**src/wlmd_pkg.sv**
```systemverilog
// wlmd_pkg: shared types and constants of the window local maximum detector
// used by wlmd_cell, wlmd_div, window_local_max_detector and wlmd_check; depends on nothing
`default_nettype none

package wlmd_pkg;

  localparam int PIX_W      = 16;
  localparam int DIM_W      = 11;
  localparam int RAD_W      = 3;
  localparam int SLOT_W     = 6;
  localparam int CFG_IDX_W  = 2;
  localparam int CFG_DATA_W = 16;

  localparam int DEF_MAX_WIDTH  = 1024;
  localparam int DEF_MAX_HEIGHT = 1024;
  localparam int DEF_MAX_RADIUS = 4;

  localparam logic [CFG_IDX_W-1:0] CFG_IMAGE_WIDTH    = 2'd0;
  localparam logic [CFG_IDX_W-1:0] CFG_IMAGE_HEIGHT   = 2'd1;
  localparam logic [CFG_IDX_W-1:0] CFG_WINDOW_RADIUS  = 2'd2;
  localparam logic [CFG_IDX_W-1:0] CFG_PEAK_THRESHOLD = 2'd3;

  localparam logic [DIM_W-1:0] RST_IMAGE_WIDTH    = 11'd1024;
  localparam logic [DIM_W-1:0] RST_IMAGE_HEIGHT   = 11'd1024;
  localparam logic [RAD_W-1:0] RST_WINDOW_RADIUS  = 3'd1;
  localparam logic [PIX_W-1:0] RST_PEAK_THRESHOLD = 16'd0;

  // divider jobs, run in this order for every word that is not dropped
  localparam logic [1:0] DIV_ARR_ROW = 2'd0;
  localparam logic [1:0] DIV_VD_ROW  = 2'd1;

  typedef struct packed {
    logic             cmd;
    logic [PIX_W-1:0] pixel_value;
  } in_word_t;

  typedef struct packed {
    logic [DIM_W-1:0] peak_outer;
    logic [DIM_W-1:0] peak_inner;
  } out_word_t;

  typedef struct packed {
    logic [SLOT_W-1:0] slot;
    logic              act;
    logic              ctr;
  } cell_t;

  typedef enum logic [3:0] {
    ST_IDLE,
    ST_SETUP,
    ST_CHECK,
    ST_DIV,
    ST_MUL,
    ST_MOD,
    ST_WRITE,
    ST_LOAD,
    ST_CWAIT,
    ST_SCAN,
    ST_DRAIN,
    ST_FINISH
  } state_t;

endpackage

`default_nettype wire

```
**src/wlmd_div.sv**
```systemverilog
// wlmd_div: restoring divider, one quotient bit per cycle
// depends on wlmd_pkg
`default_nettype none

module wlmd_div #(
  parameter int DW = 21
) (
  input  logic                       clk,
  input  logic                       rst_n,
  input  logic                       start,
  input  logic [DW-1:0]              dividend,
  input  logic [wlmd_pkg::DIM_W-1:0] divisor,
  output logic [DW-1:0]              quo,
  output logic [wlmd_pkg::DIM_W-1:0] rem,
  output logic                       done
);
  import wlmd_pkg::*;

  localparam int CNT_W = $clog2(DW + 1);

  logic [DW-1:0]    quo_r;
  logic [DIM_W-1:0] rem_r;
  logic [DIM_W-1:0] div_r;
  logic [CNT_W-1:0] cnt_r;
  logic             busy_r;
  logic             done_r;
  logic [DIM_W:0]   rem_sh;
  logic [DIM_W:0]   diff;

  assign rem_sh = {rem_r, quo_r[DW-1]};
  assign diff   = rem_sh - {1'b0, div_r};

  always_ff @(posedge clk) begin
    if (!rst_n) begin
      busy_r <= 1'b0;
      done_r <= 1'b0;
      cnt_r  <= '0;
    end else begin
      done_r <= 1'b0;
      if (start) begin
        busy_r <= 1'b1;
        cnt_r  <= '0;
      end else if (busy_r) begin
        cnt_r <= cnt_r + CNT_W'(1);
        if (cnt_r == CNT_W'(DW - 1)) begin
          busy_r <= 1'b0;
          done_r <= 1'b1;
        end
      end
    end
  end

  always_ff @(posedge clk) begin
    if (start) begin
      quo_r <= dividend;
      rem_r <= '0;
      div_r <= divisor;
    end else if (busy_r) begin
      if (!diff[DIM_W]) begin
        rem_r <= diff[DIM_W-1:0];
        quo_r <= {quo_r[DW-2:0], 1'b1};
      end else begin
        rem_r <= rem_sh[DIM_W-1:0];
        quo_r <= {quo_r[DW-2:0], 1'b0};
      end
    end
  end

  assign quo  = quo_r;
  assign rem  = rem_r;
  assign done = done_r;

endmodule

`default_nettype wire

```
**config.mk**
```make
export PLATFORM = sky130hd
export DESIGN_NAME = wlmd_div
export DESIGN_NICKNAME = d
export VERILOG_FILES = /design/src/wlmd_pkg.sv /design/src/wlmd_div.sv
export SDC_FILE = /design/constraint.sdc
export NUM_CORES = 1
export LEC_CHECK = 0
export ABC_AREA = 1
export BUFFER_PORTS_ARGS = -buffer_cell sky130_fd_sc_hd__buf_2
export CAP_MARGIN = 20
export CORE_MARGIN = 2
export CORE_UTILIZATION = 45
export CTS_CLUSTER_SIZE = 8
export DETAILED_ROUTE_END_ITERATION = 7
export PLACE_DENSITY = 0.8
export SYNTH_ARGS = -nofsm -noshare
export SYNTH_HDL_FRONTEND = slang
export SYNTH_SLANG_ARGS = --single-unit
```
**constraint.sdc**
```tcl
create_clock -name clk -period 1.6 [get_ports clk]
set_input_delay 0.24 -clock clk [delete_from_list [all_inputs] [get_ports clk]]
set_output_delay 0.24 -clock clk [all_outputs]
set_load 0.02 [all_outputs]
```
==> summary.md <==
| Metric | Value |
|---|---|
| Crit path buf inv count | 3 |
| Top cells by area, synth | edfxtp_1 34%, nand2_1 16%, dfxtp_1 13%, ha_1 5.7%, inv_1 5.7% |
| Synth area leader | edfxtp_1 |
| Vias | 2612 |
| Min-delay worst type | in -> reg |
| Wire per inst | 13.2 um |
| Sink Count | 50 |
| Clk root buf | clkbuf_8 |
| Worst EP required | 1.81 ns |
| FMAX | 546 MHz |
| Clk pin slew, worst setup/hold paths | 0.09 ns |
| Final Non-Filler Cells | 530 |
| Vias per cell | 4.93 |
| Max Cap Viol | 0 |
| Vias in the first global route | 2549 |
| Commonest non-fill, non-tap cell in the layout | nand2_1 |
| GP Congestion | 0.921 |
| Commonest cells after routing, fill and taps aside | 116 x nand2_1, 67 x buf_2, 41 x buf_4 |
| Die Y | 83.5 um |
| Peak fanout along the critical path | 4 |
| Placed Area | 3690 um^2 |
| Placed Cells | 515 |
| Port-buffer cells | 67 |
| Worst Max-Slew Pin Slew | 0.703 ns |
| Final Util | 66.9% |
| Starting Density | 47.2% |
| Fin crit share | 114% |
| Failing checks | negative setup slack |
| Io pins | 68 |
| Crit end category | register |
| Post-route cell area | 4030 um^2 |
| Worst path top cell family by delay | simple AND/OR/NAND/NOR gates |
| RSZ-0062 raised after global routing | true |
| Count of hold buffers inserted by post-cts repair | 0 |
| All-Layer GR Usage | 20.0% |
| TritonCTS Buffers | 5 |
| Ant diodes | 0 |
| Dpl hpwl | 4.92 mm |
| Final min period | 1.83 ns |
| Drt first-iter violations | 106 |
| Worst path max stage delay | 0.43 ns |
| Share of the synthesized area in the top cell type | 33.8% |
| Synth Area per Inst | 8.34 um^2 |
| Critical path depth in cells | 14 |
| Synth Instances | 341 |
| Core area | 6030 um^2 |
| Final Setup Violations | 12 |
| Largest net degree at the start of global routing | 26 |
| Post-synthesis cell type count | 29 |
| Share of cells above drive strength 1 | 46.2% |
| Ys Warns | 0 |
| Post-place setup slack | -0.218 ns |
| Htree depth | 2 |
| Die width | 83.5 um |
| Synth-to-Final Area Change | 41.6% |
| First-pass GRT wire length | 11.4 mm |
| VDD IR-drop max | 549 uV |
| Status | complete, but fails checks |
| Clock Latency Late Sink | 0.30 ns |
| Relative slew slack | 53.1% |
| Clock buffer depth | 2 |
| CP Class | reg -> reg |
| Cell Area, Synth | 2850 um^2 |
| Syn Nets | 390 |
| Slowest cell on crit path | edfxtp_1 |
| Final hold vios | 0 |
| Worst Skew | 0.00359 ns |
| CTS tree | done |
| Final #Nets | 503 |
| Setup crit start kind | register |
| GRT overflow | 0 |
| Leak | 2.05 nW |
| Row count | 28 |
| Die area | 6970 um^2 |
| Initial antenna violation count | 0 |
| Slew Viols, Final | 0 |
| Worst EP arrival | 2.04 ns |
| Final WL | 7.00 mm |
| Post-synthesis sequential area ratio | 46.4% |
| Synth Register Bits | 50 |
| TNS Setup | -1.60 ns |
| R2R depth | 14 |
| First drt pass iteration count | 4 |
| DRC violations left | 0 |
| Crit path top cell by count | nand2_1 |
| Pwr Density | 757 nW/um^2 |
| Hold path depth | 1 |
| Cells along the critical path | inv_2 -> ha_4 -> inv_4 -> fa_2 -> nand3_2 -> nand3_4 -> nand2_2 -> nand2_1 -> nand2_1 -> nand2_1 -> inv_1 -> nand2_2 -> nand3_2 -> nand2_1 |
| PnR worst setup slack | -0.230 ns |
| Final ANT Viol Nets | 0 |
==> where the power goes <==
part           internal [W]  switching [W]  leakage [nW]  total [W]
logic              0.000272       0.000360          1.52   0.000633
clock network      0.000467       0.000429        0.0514   0.000896
registers           0.00147      0.0000484         0.474    0.00152
==> per-layer routing <==
layer | GRT usage [%] | up-vias | wire, um
met4 | 6.30 | 0 | 125
met3 | 5.24 | 12 | 529
met5 | 0 | - | 0
met2 | 35.5 | 89 | 3540
met1 | 23.5 | 1203 | 2810
li1 | - | 1308 | -
==> synthesized netlist by cell type, drive strengths merged <==
cell and count:
inv 47, edfxtp 32, nor3b 1, nand2 145, buf 4, xor2 2
o211ai 1, nor3 2, ha 13, clkbuf 5, a31oi 1, fa 1
nand4 4, nor2 14, nand3b 11, dfxtp 18, xnor2 4, o21ai 2
a21oi 9, nand3 25
==> registers in the layout, indices dropped and copies added (netlist names) <==
register	cells
busy_r	1
cnt_r	5
div_r	11
done	1
quo	21
rem	11
==> stage by stage <==
step / hold slack [ns] / total power [W]
2_1_floorplan: 0.339 / 0.00189
3_3_place_gp: 0.417 / 0.00211
3_5_place_dp: 0.418 / 0.00213
4_1_cts: 0.0940 / 0.00305
5_1_grt: 0.0949 / 0.00319
6_report: 0.106 / 0.00305
==> worst reg2reg max path, stage by stage (launching register included) <==
cell	delay, ns
edfxtp_1	0.43
inv_2	0.11
ha_4	0.14
inv_4	0.04
fa_2	0.38
nand3_2	0.11
nand3_4	0.09
nand2_2	0.09
nand2_1	0.05
nand2_1	0.06
nand2_1	0.05
inv_1	0.06
nand2_2	0.04
nand3_2	0.05
nand2_1	0.04
==> kinds of logic (layout without fill, tap and decap cells) <==
group,after synthesis,count (layout),synth area share (%)
DFF,50,50,46.4
and+or+nand+nor,202,204,34.3
AOI/OAI and AO/OA,13,13,2.55
xor gates and xnor gates,6,6,1.85
adders and majority gates,14,14,6.42
buffers and inverters,56,168,8.49
==> path summary, 6_finish.rpt <==
kind	slack, ns	endpoint	from
hold / removal	0.11	div_r[2]	divisor[2]
setup / recovery	-0.23	rem[8]	quo[20]
hold reg to reg	0.50	cnt_r[3]	cnt_r[3]
setup reg to reg	-0.23	rem[8]	quo[20]
==> area by class of cell <==
cell class,instances,area (um^2)
inverters,47,184
repair buffers,113,708
clock inverters,2,37.5
multi-input cells,237,1600
fillers,484,2000
clock buffers,6,72.6
flip-flops and latches,50,1330
well taps,75,93.8
==> what timing repair did <==
action | 4_1_cts | 5_1_grt
buffers inserted | 3 | 2
resized for setup | 22 | 24
pin swaps | 5 | 11
setup endpoints to repair | 12 | 12
gates cloned | 2 | 0
Power figures use the tool's default switching activity.
