`src/wlmd_pkg.sv`:
```
// wlmd_pkg: shared types and constants of the window local maximum detector
// used by wlmd_cell, wlmd_div, window_local_max_detector and wlmd_check; depends on nothing
`default_nettype none

package wlmd_pkg;

  localparam int PIX_W      = 16;
  localparam int DIM_W      = 11;
  localparam int RAD_W      = 3;
  localparam int SLOT_W     = 6;
  localparam int CFG_IDX_W  = 2;
  localparam int CFG_DATA_W = 16;

  localparam int DEF_MAX_WIDTH  = 1024;
  localparam int DEF_MAX_HEIGHT = 1024;
  localparam int DEF_MAX_RADIUS = 4;

  localparam logic [CFG_IDX_W-1:0] CFG_IMAGE_WIDTH    = 2'd0;
  localparam logic [CFG_IDX_W-1:0] CFG_IMAGE_HEIGHT   = 2'd1;
  localparam logic [CFG_IDX_W-1:0] CFG_WINDOW_RADIUS  = 2'd2;
  localparam logic [CFG_IDX_W-1:0] CFG_PEAK_THRESHOLD = 2'd3;

  localparam logic [DIM_W-1:0] RST_IMAGE_WIDTH    = 11'd1024;
  localparam logic [DIM_W-1:0] RST_IMAGE_HEIGHT   = 11'd1024;
  localparam logic [RAD_W-1:0] RST_WINDOW_RADIUS  = 3'd1;
  localparam logic [PIX_W-1:0] RST_PEAK_THRESHOLD = 16'd0;

  // divider jobs, run in this order for every word that is not dropped
  localparam logic [1:0] DIV_ARR_ROW = 2'd0;
  localparam logic [1:0] DIV_VD_ROW  = 2'd1;

  typedef struct packed {
    logic             cmd;
    logic [PIX_W-1:0] pixel_value;
  } in_word_t;

  typedef struct packed {
    logic [DIM_W-1:0] peak_outer;
    logic [DIM_W-1:0] peak_inner;
  } out_word_t;

  typedef struct packed {
    logic [SLOT_W-1:0] slot;
    logic              act;
    logic              ctr;
  } cell_t;

  typedef enum logic [3:0] {
    ST_IDLE,
    ST_SETUP,
    ST_CHECK,
    ST_DIV,
    ST_MUL,
    ST_MOD,
    ST_WRITE,
    ST_LOAD,
    ST_CWAIT,
    ST_SCAN,
    ST_DRAIN,
    ST_FINISH
  } state_t;

endpackage

`default_nettype wire

```
`src/wlmd_cell.sv`:
```
// wlmd_cell: one window row of the rotating cell chain (ring slot, active, center)
// depends on wlmd_pkg
`default_nettype none

module wlmd_cell (
  input  logic            clk,
  input  logic            rst_n,
  input  logic            load,
  input  logic            shift,
  input  wlmd_pkg::cell_t load_val,
  input  wlmd_pkg::cell_t prev,
  output wlmd_pkg::cell_t q
);
  import wlmd_pkg::*;

  cell_t q_r;

  always_ff @(posedge clk) begin
    if (!rst_n) begin
      q_r <= '0;
    end else if (load) begin
      q_r <= load_val;
    end else if (shift) begin
      q_r <= prev;
    end
  end

  assign q = q_r;

endmodule

`default_nettype wire

```
`config.mk`:
```
export PLATFORM = sky130hd
export DESIGN_NAME = wlmd_cell
export DESIGN_NICKNAME = d
export VERILOG_FILES = /design/src/wlmd_pkg.sv /design/src/wlmd_cell.sv
export SDC_FILE = /design/constraint.sdc
export NUM_CORES = 1
export LEC_CHECK = 0
export BUFFER_PORTS_ARGS = -buffer_cell sky130_fd_sc_hd__buf_2
export CAP_MARGIN = 20
export CORE_AREA = 2 2 39 41
export DETAILED_ROUTE_END_ITERATION = 8
export DIE_AREA = 0 0 41 43
export PLACE_DENSITY_LB_ADDON = 0.12
export RECOVER_POWER = 50
export SYNTH_ARGS = -nofsm -noshare
export SYNTH_HDL_FRONTEND = slang
export SYNTH_SLANG_ARGS = --single-unit
```
`constraint.sdc`:
```
create_clock -name clk -period 1.2 [get_ports clk]
set_input_delay 0.24 -clock clk [delete_from_list [all_inputs] [get_ports clk]]
set_output_delay 0.24 -clock clk [all_outputs]
set_load 0.02 [all_outputs]
```
==> flow_summary.json, run 1 <==
{
  "ff_latch_area_um2": 160.2,
  "cp_top_family": "flip-flops",
  "reg2reg_slack_ns": 0.30,
  "core-area_um2": 1384,
  "outcome": "complete, no violations",
  "drc": 0,
  "largest_reg_flops": 8,
  "syn_inst": 35,
  "worst_path_max_delay_cell": "dfxtp_1",
  "post_cts_resized": 0,
  "power.density_nw_per_um2": 1107,
  "cts_hold_buf": 0,
  "min_path_type": "in -> reg",
  "die_area_um2": 1763,
  "rsz0062_at_grt": "no",
  "gr-total-overflow": 0,
  "die_width_um": 41,
  "cp-start-kind": "flip-flop",
  "cts.sinks": 8,
  "grt_pass1_wl_mm": 1.262,
  "end_kind": "output port",
  "drv_cap": 0,
  "min_period_over_period": 0.8135,
  "cts_tree": "yes",
  "grt_max_degree": 17,
  "pin_count": 28,
  "fillers": 147,
  "peakVddDrop_mv": 0.4855,
  "viasPerCell": 4.679,
  "setup_viol_count_final": 0,
  "worstPathRequired_ns": 0.96,
  "tns_ns": 0,
  "synth_cell_types": 7,
  "cts_root_buf": "clkbuf_4",
  "fin_ws_ns": 0.2238,
  "clk_pin_slew_ns": 0.05,
  "max_freq_mhz": 1024,
  "antenna_found_initial": 0,
  "dp_worst_setup_slack_ns": 0.05279,
  "insertion_delay_ns": 0.25,
  "timing_worst_slew_pin_value_ns": 0.2421,
  "multiInputGateArea_um2": 237.7,
  "syn-cell-area_um2": 440.4,
  "final-hold-violation-count": 0,
  "fp-row-count": 14,
  "p_leak_nw": 0.3509,
  "cts_max_level": 1,
  "path_max_fanout": 2,
  "postCtsSetupBuffers": 0,
  "holdWs_ns": 0.3008,
  "post_synth.cell_area_avg_um2": 12.58,
  "cts_buffers": 3,
  "drive_above_1_share": 0.5161,
  "drt_pass1_iterations": 1,
  "fin_util": 0.4159,
  "synthTopCellsByArea": "dfxtp_1 (36%), mux2_4 (27%), o211a_1 (18%)",
  "globalRouteTotalUtil": 0.1136,
  "crit_buf_inv": 1,
  "yosysWarnings": 0,
  "crit_chain": "buf_2",
  "start_util": 0.3183,
  "grt_pass1_vias": 308,
  "worstPathArrival_ns": 0.74,
  "area_growth_pct": 30.68,
  "fp.dieH_um": 43,
  "num_antenna_cells": 0,
  "finClkSkew_ns": 0,
  "syn-num-nets": 55,
  "path_class": "reg -> out",
  "synth-seq-area-share": 0.3636,
  "critical-path-max-stage-delay_ns": 0.32,
  "fin_area_um2": 575.6,
  "num-nets-final": 84,
  "vias": 365,
  "placedInstanceArea_um2": 575.6,
  "max_slew_margin": 0.8386,
  "fin_crit_ns": 0.9762,
  "report.final.slew_viol_count": 0,
  "clockBufferDepth": 2,
  "ant_nets": 0,
  "wirelength_um": 899,
  "drt_iter0_markers": 0,
  "wl_per_cell_um": 11.53,
  "yosys.area.top_type": "dfxtp_1",
  "io_buffers": 27,
  "synth_seq_cells": 8,
  "synth_top_area_frac": 0.3636,
  "gp_congestion": 0.6001
}
-- metal layers --
layer / global-route usage / vias to the layer above / wire length (µm)
met1: 0.1129 / 163 / 364
met4: 0.06000 / 0 / 8
li1: - / 184 / -
met2: 0.1688 / 16 / 429
met3: 0.07853 / 2 / 97
met5: 0 / - / 0
-- final timing paths --
path / start / endpoint / cells after the start
setup / recovery: q[6] / q[6] / 1
hold / removal: load_val[1] / q[1] / 3
setup reg to reg: q[6] / q[6] / 2
hold reg to reg: q[7] / q[7] / 2
-- cell usage after synthesis, drive strengths merged --
master / n
dfxtp: 8
or2b: 8
buf: 3
mux2: 8
o211a: 8
-- cell usage in the layout, fill, tap and decap left out --
cell	Yosys	final
buf_2	1	26
or2b_1	8	8
o211a_1	8	8
dfxtp_1	8	8
mux2_1	0	6
mux2_4	8	2
clkbuf_2	0	1
clkbuf_4	0	3
-- logic make-up after synthesis --
group	share of synthesized area
muxes	0.2727
AOI/OAI and AO/OA	0.1818
and+or+nand+nor	0.1364
DFF	0.3636
buffers and inverters	0.04543
-- metrics by stage --
stage               std cells  power, mW
floorplan                  35     0.4098
global placement           75     0.4646
detailed placement         75     0.4649
CTS                        78     0.6737
global route               78     0.6792
finish                     78     0.6372
-- cell type report --
cell class,instances,share of cell area
Sequential cell,8,0.2783
Multi-Input combinational cell,24,0.4130
Tap cell,16,0.03478
Timing Repair Buffer,27,0.2348
Clock buffer,3,0.03913
-- worst register-to-register path, cell delays in order, from the launching register on --
cell and delay [ns]:
dfxtp_1 0.31, mux2_1 0.28, o211a_1 0.21
-- where the power goes --
| group | switching [mW] | internal [mW] |
|---|---|---|
| combinational | 0.0684 | 0.0762 |
| sequential | 0.00770 | 0.287 |
| clock | 0.0843 | 0.114 |
| total | 0.160 | 0.477 |
Power figures use the tool's default switching activity.
==> inputs of run 2 (changes only) <==
clock period = 0.9 ns   (was 1.2 ns; I/O delays follow)
==> flow_summary.json, run 2 (synthesized netlist as in run 1, its figures left out) <==
{
  "outcome": "complete, no violations",
  "fillers": 133,
  "area_growth_pct": 52.84,
  "fp-row-count": 14,
  "vias": 365,
  "drt_pass1_iterations": 3,
  "min_path_type": "in -> reg",
  "fin_ws_ns": 0.01222,
  "cts_max_level": 1,
  "viasPerCell": 4.563,
  "worstPathRequired_ns": 1.04,
  "core-area_um2": 1384,
  "end_kind": "flip-flop",
  "power.total_mw": 0.9231,
  "report.final.slew_viol_count": 0,
  "gr-total-overflow": 0,
  "placedInstanceArea_um2": 600.6,
  "wirelength_um": 933,
  "antenna_found_initial": 0,
  "ff2ff_path_depth": 2,
  "grt_max_degree": 13,
  "globalRouteTotalUtil": 0.1075,
  "drv_cap": 0,
  "start_util": 0.3183,
  "fin_area_um2": 673.1,
  "crit_path_end": "q[7]",
  "num_antenna_cells": 0,
  "multiInputGateArea_um2": 260.3,
  "switchingPower_mw": 0.2254,
  "dp_worst_setup_slack_ns": -0.1869,
  "worstPathArrival_ns": 1.03,
  "cts_tree": "yes",
  "ant_nets": 0,
  "rsz0062_at_grt": "yes",
  "cp-start-kind": "flip-flop",
  "hp-start": "rst_n",
  "p_sw_frac": 0.2441,
  "clockBufferDepth": 2,
  "peakVddDrop_mv": 0.6081,
  "insertion_delay_ns": 0.25,
  "clockPowerShare": 0.286,
  "seqPwrFrac": 0.440,
  "drt_iter0_markers": 1,
  "largest_reg_flops": 8,
  "final-hold-violation-count": 0,
  "io_buffers": 27,
  "drc": 0,
  "cts_buffers": 3,
  "reg2reg_slack_ns": 0.01,
  "die_width_um": 41,
  "drive_above_1_share": 0.7500,
  "final_common_cell": "buf_2",
  "clk_pin_slew_ns": 0.06,
  "timing_worst_slew_pin_value_ns": 0.2738,
  "fin_crit_ns": 0.8878,
  "wl_per_cell_um": 11.66,
  "setup_viol_count_final": 0,
  "path_class": "reg -> reg",
  "cts.sinks": 8,
  "p_int_mw": 0.6977,
  "power.density_nw_per_um2": 1371,
  "path_max_fanout": 2,
  "fp.dieH_um": 43,
  "power_frac_comb": 0.274,
  "rr_endpoint": "q[7]",
  "num-nets-final": 86,
  "fin_cells": 80,
  "gp_congestion": 0.6309,
  "ff_latch_area_um2": 170.2,
  "min_period_over_period": 0.9864,
  "dp_cells": 77,
  "hpwl_um": 687.6,
  "max_slew_margin": 0.8174,
  "cp-startpoint": "q[7]",
  "max_freq_mhz": 1126,
  "pin_count": 28,
  "postCtsSetupBuffers": 0,
  "p_leak_nw": 0.3941,
  "grt_pass1_vias": 334,
  "rr_startpoint": "q[7]",
  "grt_pass1_wl_mm": 1.276,
  "cts_root_buf": "clkbuf_4",
  "die_area_um2": 1763,
  "finClkSkew_ns": 0
}
==> run 2: repair_timing <==
action / CTS / global route
cloned: 0 / 0
hold endpoints to repair: 0 / 0
resized for setup: 9 / 7
hold buffers: 0 / 0
endpoints found under the setup margin: 8 / 9
==> run 2: worst max-delay path, cell delays in order (launching register included) <==
cell and delay, ns:
dfxtp_2 0.32, mux2_4 0.26, o211a_1 0.20
==> run 2: how the worst min path moves through the flow <==
stage / slack (ns) / cells past startpoint / to
2_1_floorplan: 0.41 / 2 / q[0]
3_3_place_gp: 0.50 / 3 / q[5]
6_report: 0.23 / 2 / q[0]
3_5_place_dp: 0.50 / 3 / q[0]
4_1_cts: 0.23 / 2 / q[6]
5_1_grt: 0.24 / 2 / q[0]
==> run 2: power by group through the flow <==
| stage | clock, mW | combinational (mW) | sequential, mW |
|---|---|---|---|
| 2_1_floorplan | 0 | 0.113 | 0.442 |
| 3_3_place_gp | 0 | 0.224 | 0.407 |
| 3_5_place_dp | 0 | 0.224 | 0.407 |
| 4_1_cts | 0.281 | 0.242 | 0.401 |
| 5_1_grt | 0.291 | 0.273 | 0.409 |
| 6_report | 0.264 | 0.253 | 0.406 |
==> run 2: final cells by class <==
cell class	instances	area share
Clock buffer	3	0.03346
Tap cell	16	0.02974
Timing Repair Buffer	29	0.2974
Multi-Input combinational cell	24	0.3866
Sequential cell	8	0.2528
==> run 2: stage by stage <==
step | hold WS (ns) | setup TNS (ns) | util
after CTS | 0.2328 | 0 | 0.4675
final | 0.2347 | 0 | 0.4864
after detailed placement | 0.4976 | -1.456 | 0.4340
after global placement | 0.4972 | -1.359 | 0.4340
after global routing | 0.2373 | -0.03760 | 0.4864
after floorplan | 0.4058 | -0.03355 | -
==> run 2: layer usage <==
layer  wire [µm]  vias to the layer above  global-route usage
met4           7                        0             0.06000
met3          74                        2             0.03141
met2         390                       18              0.1656
li1            -                      187                   -
met1         460                      158              0.1258
met5           0                        -                   0
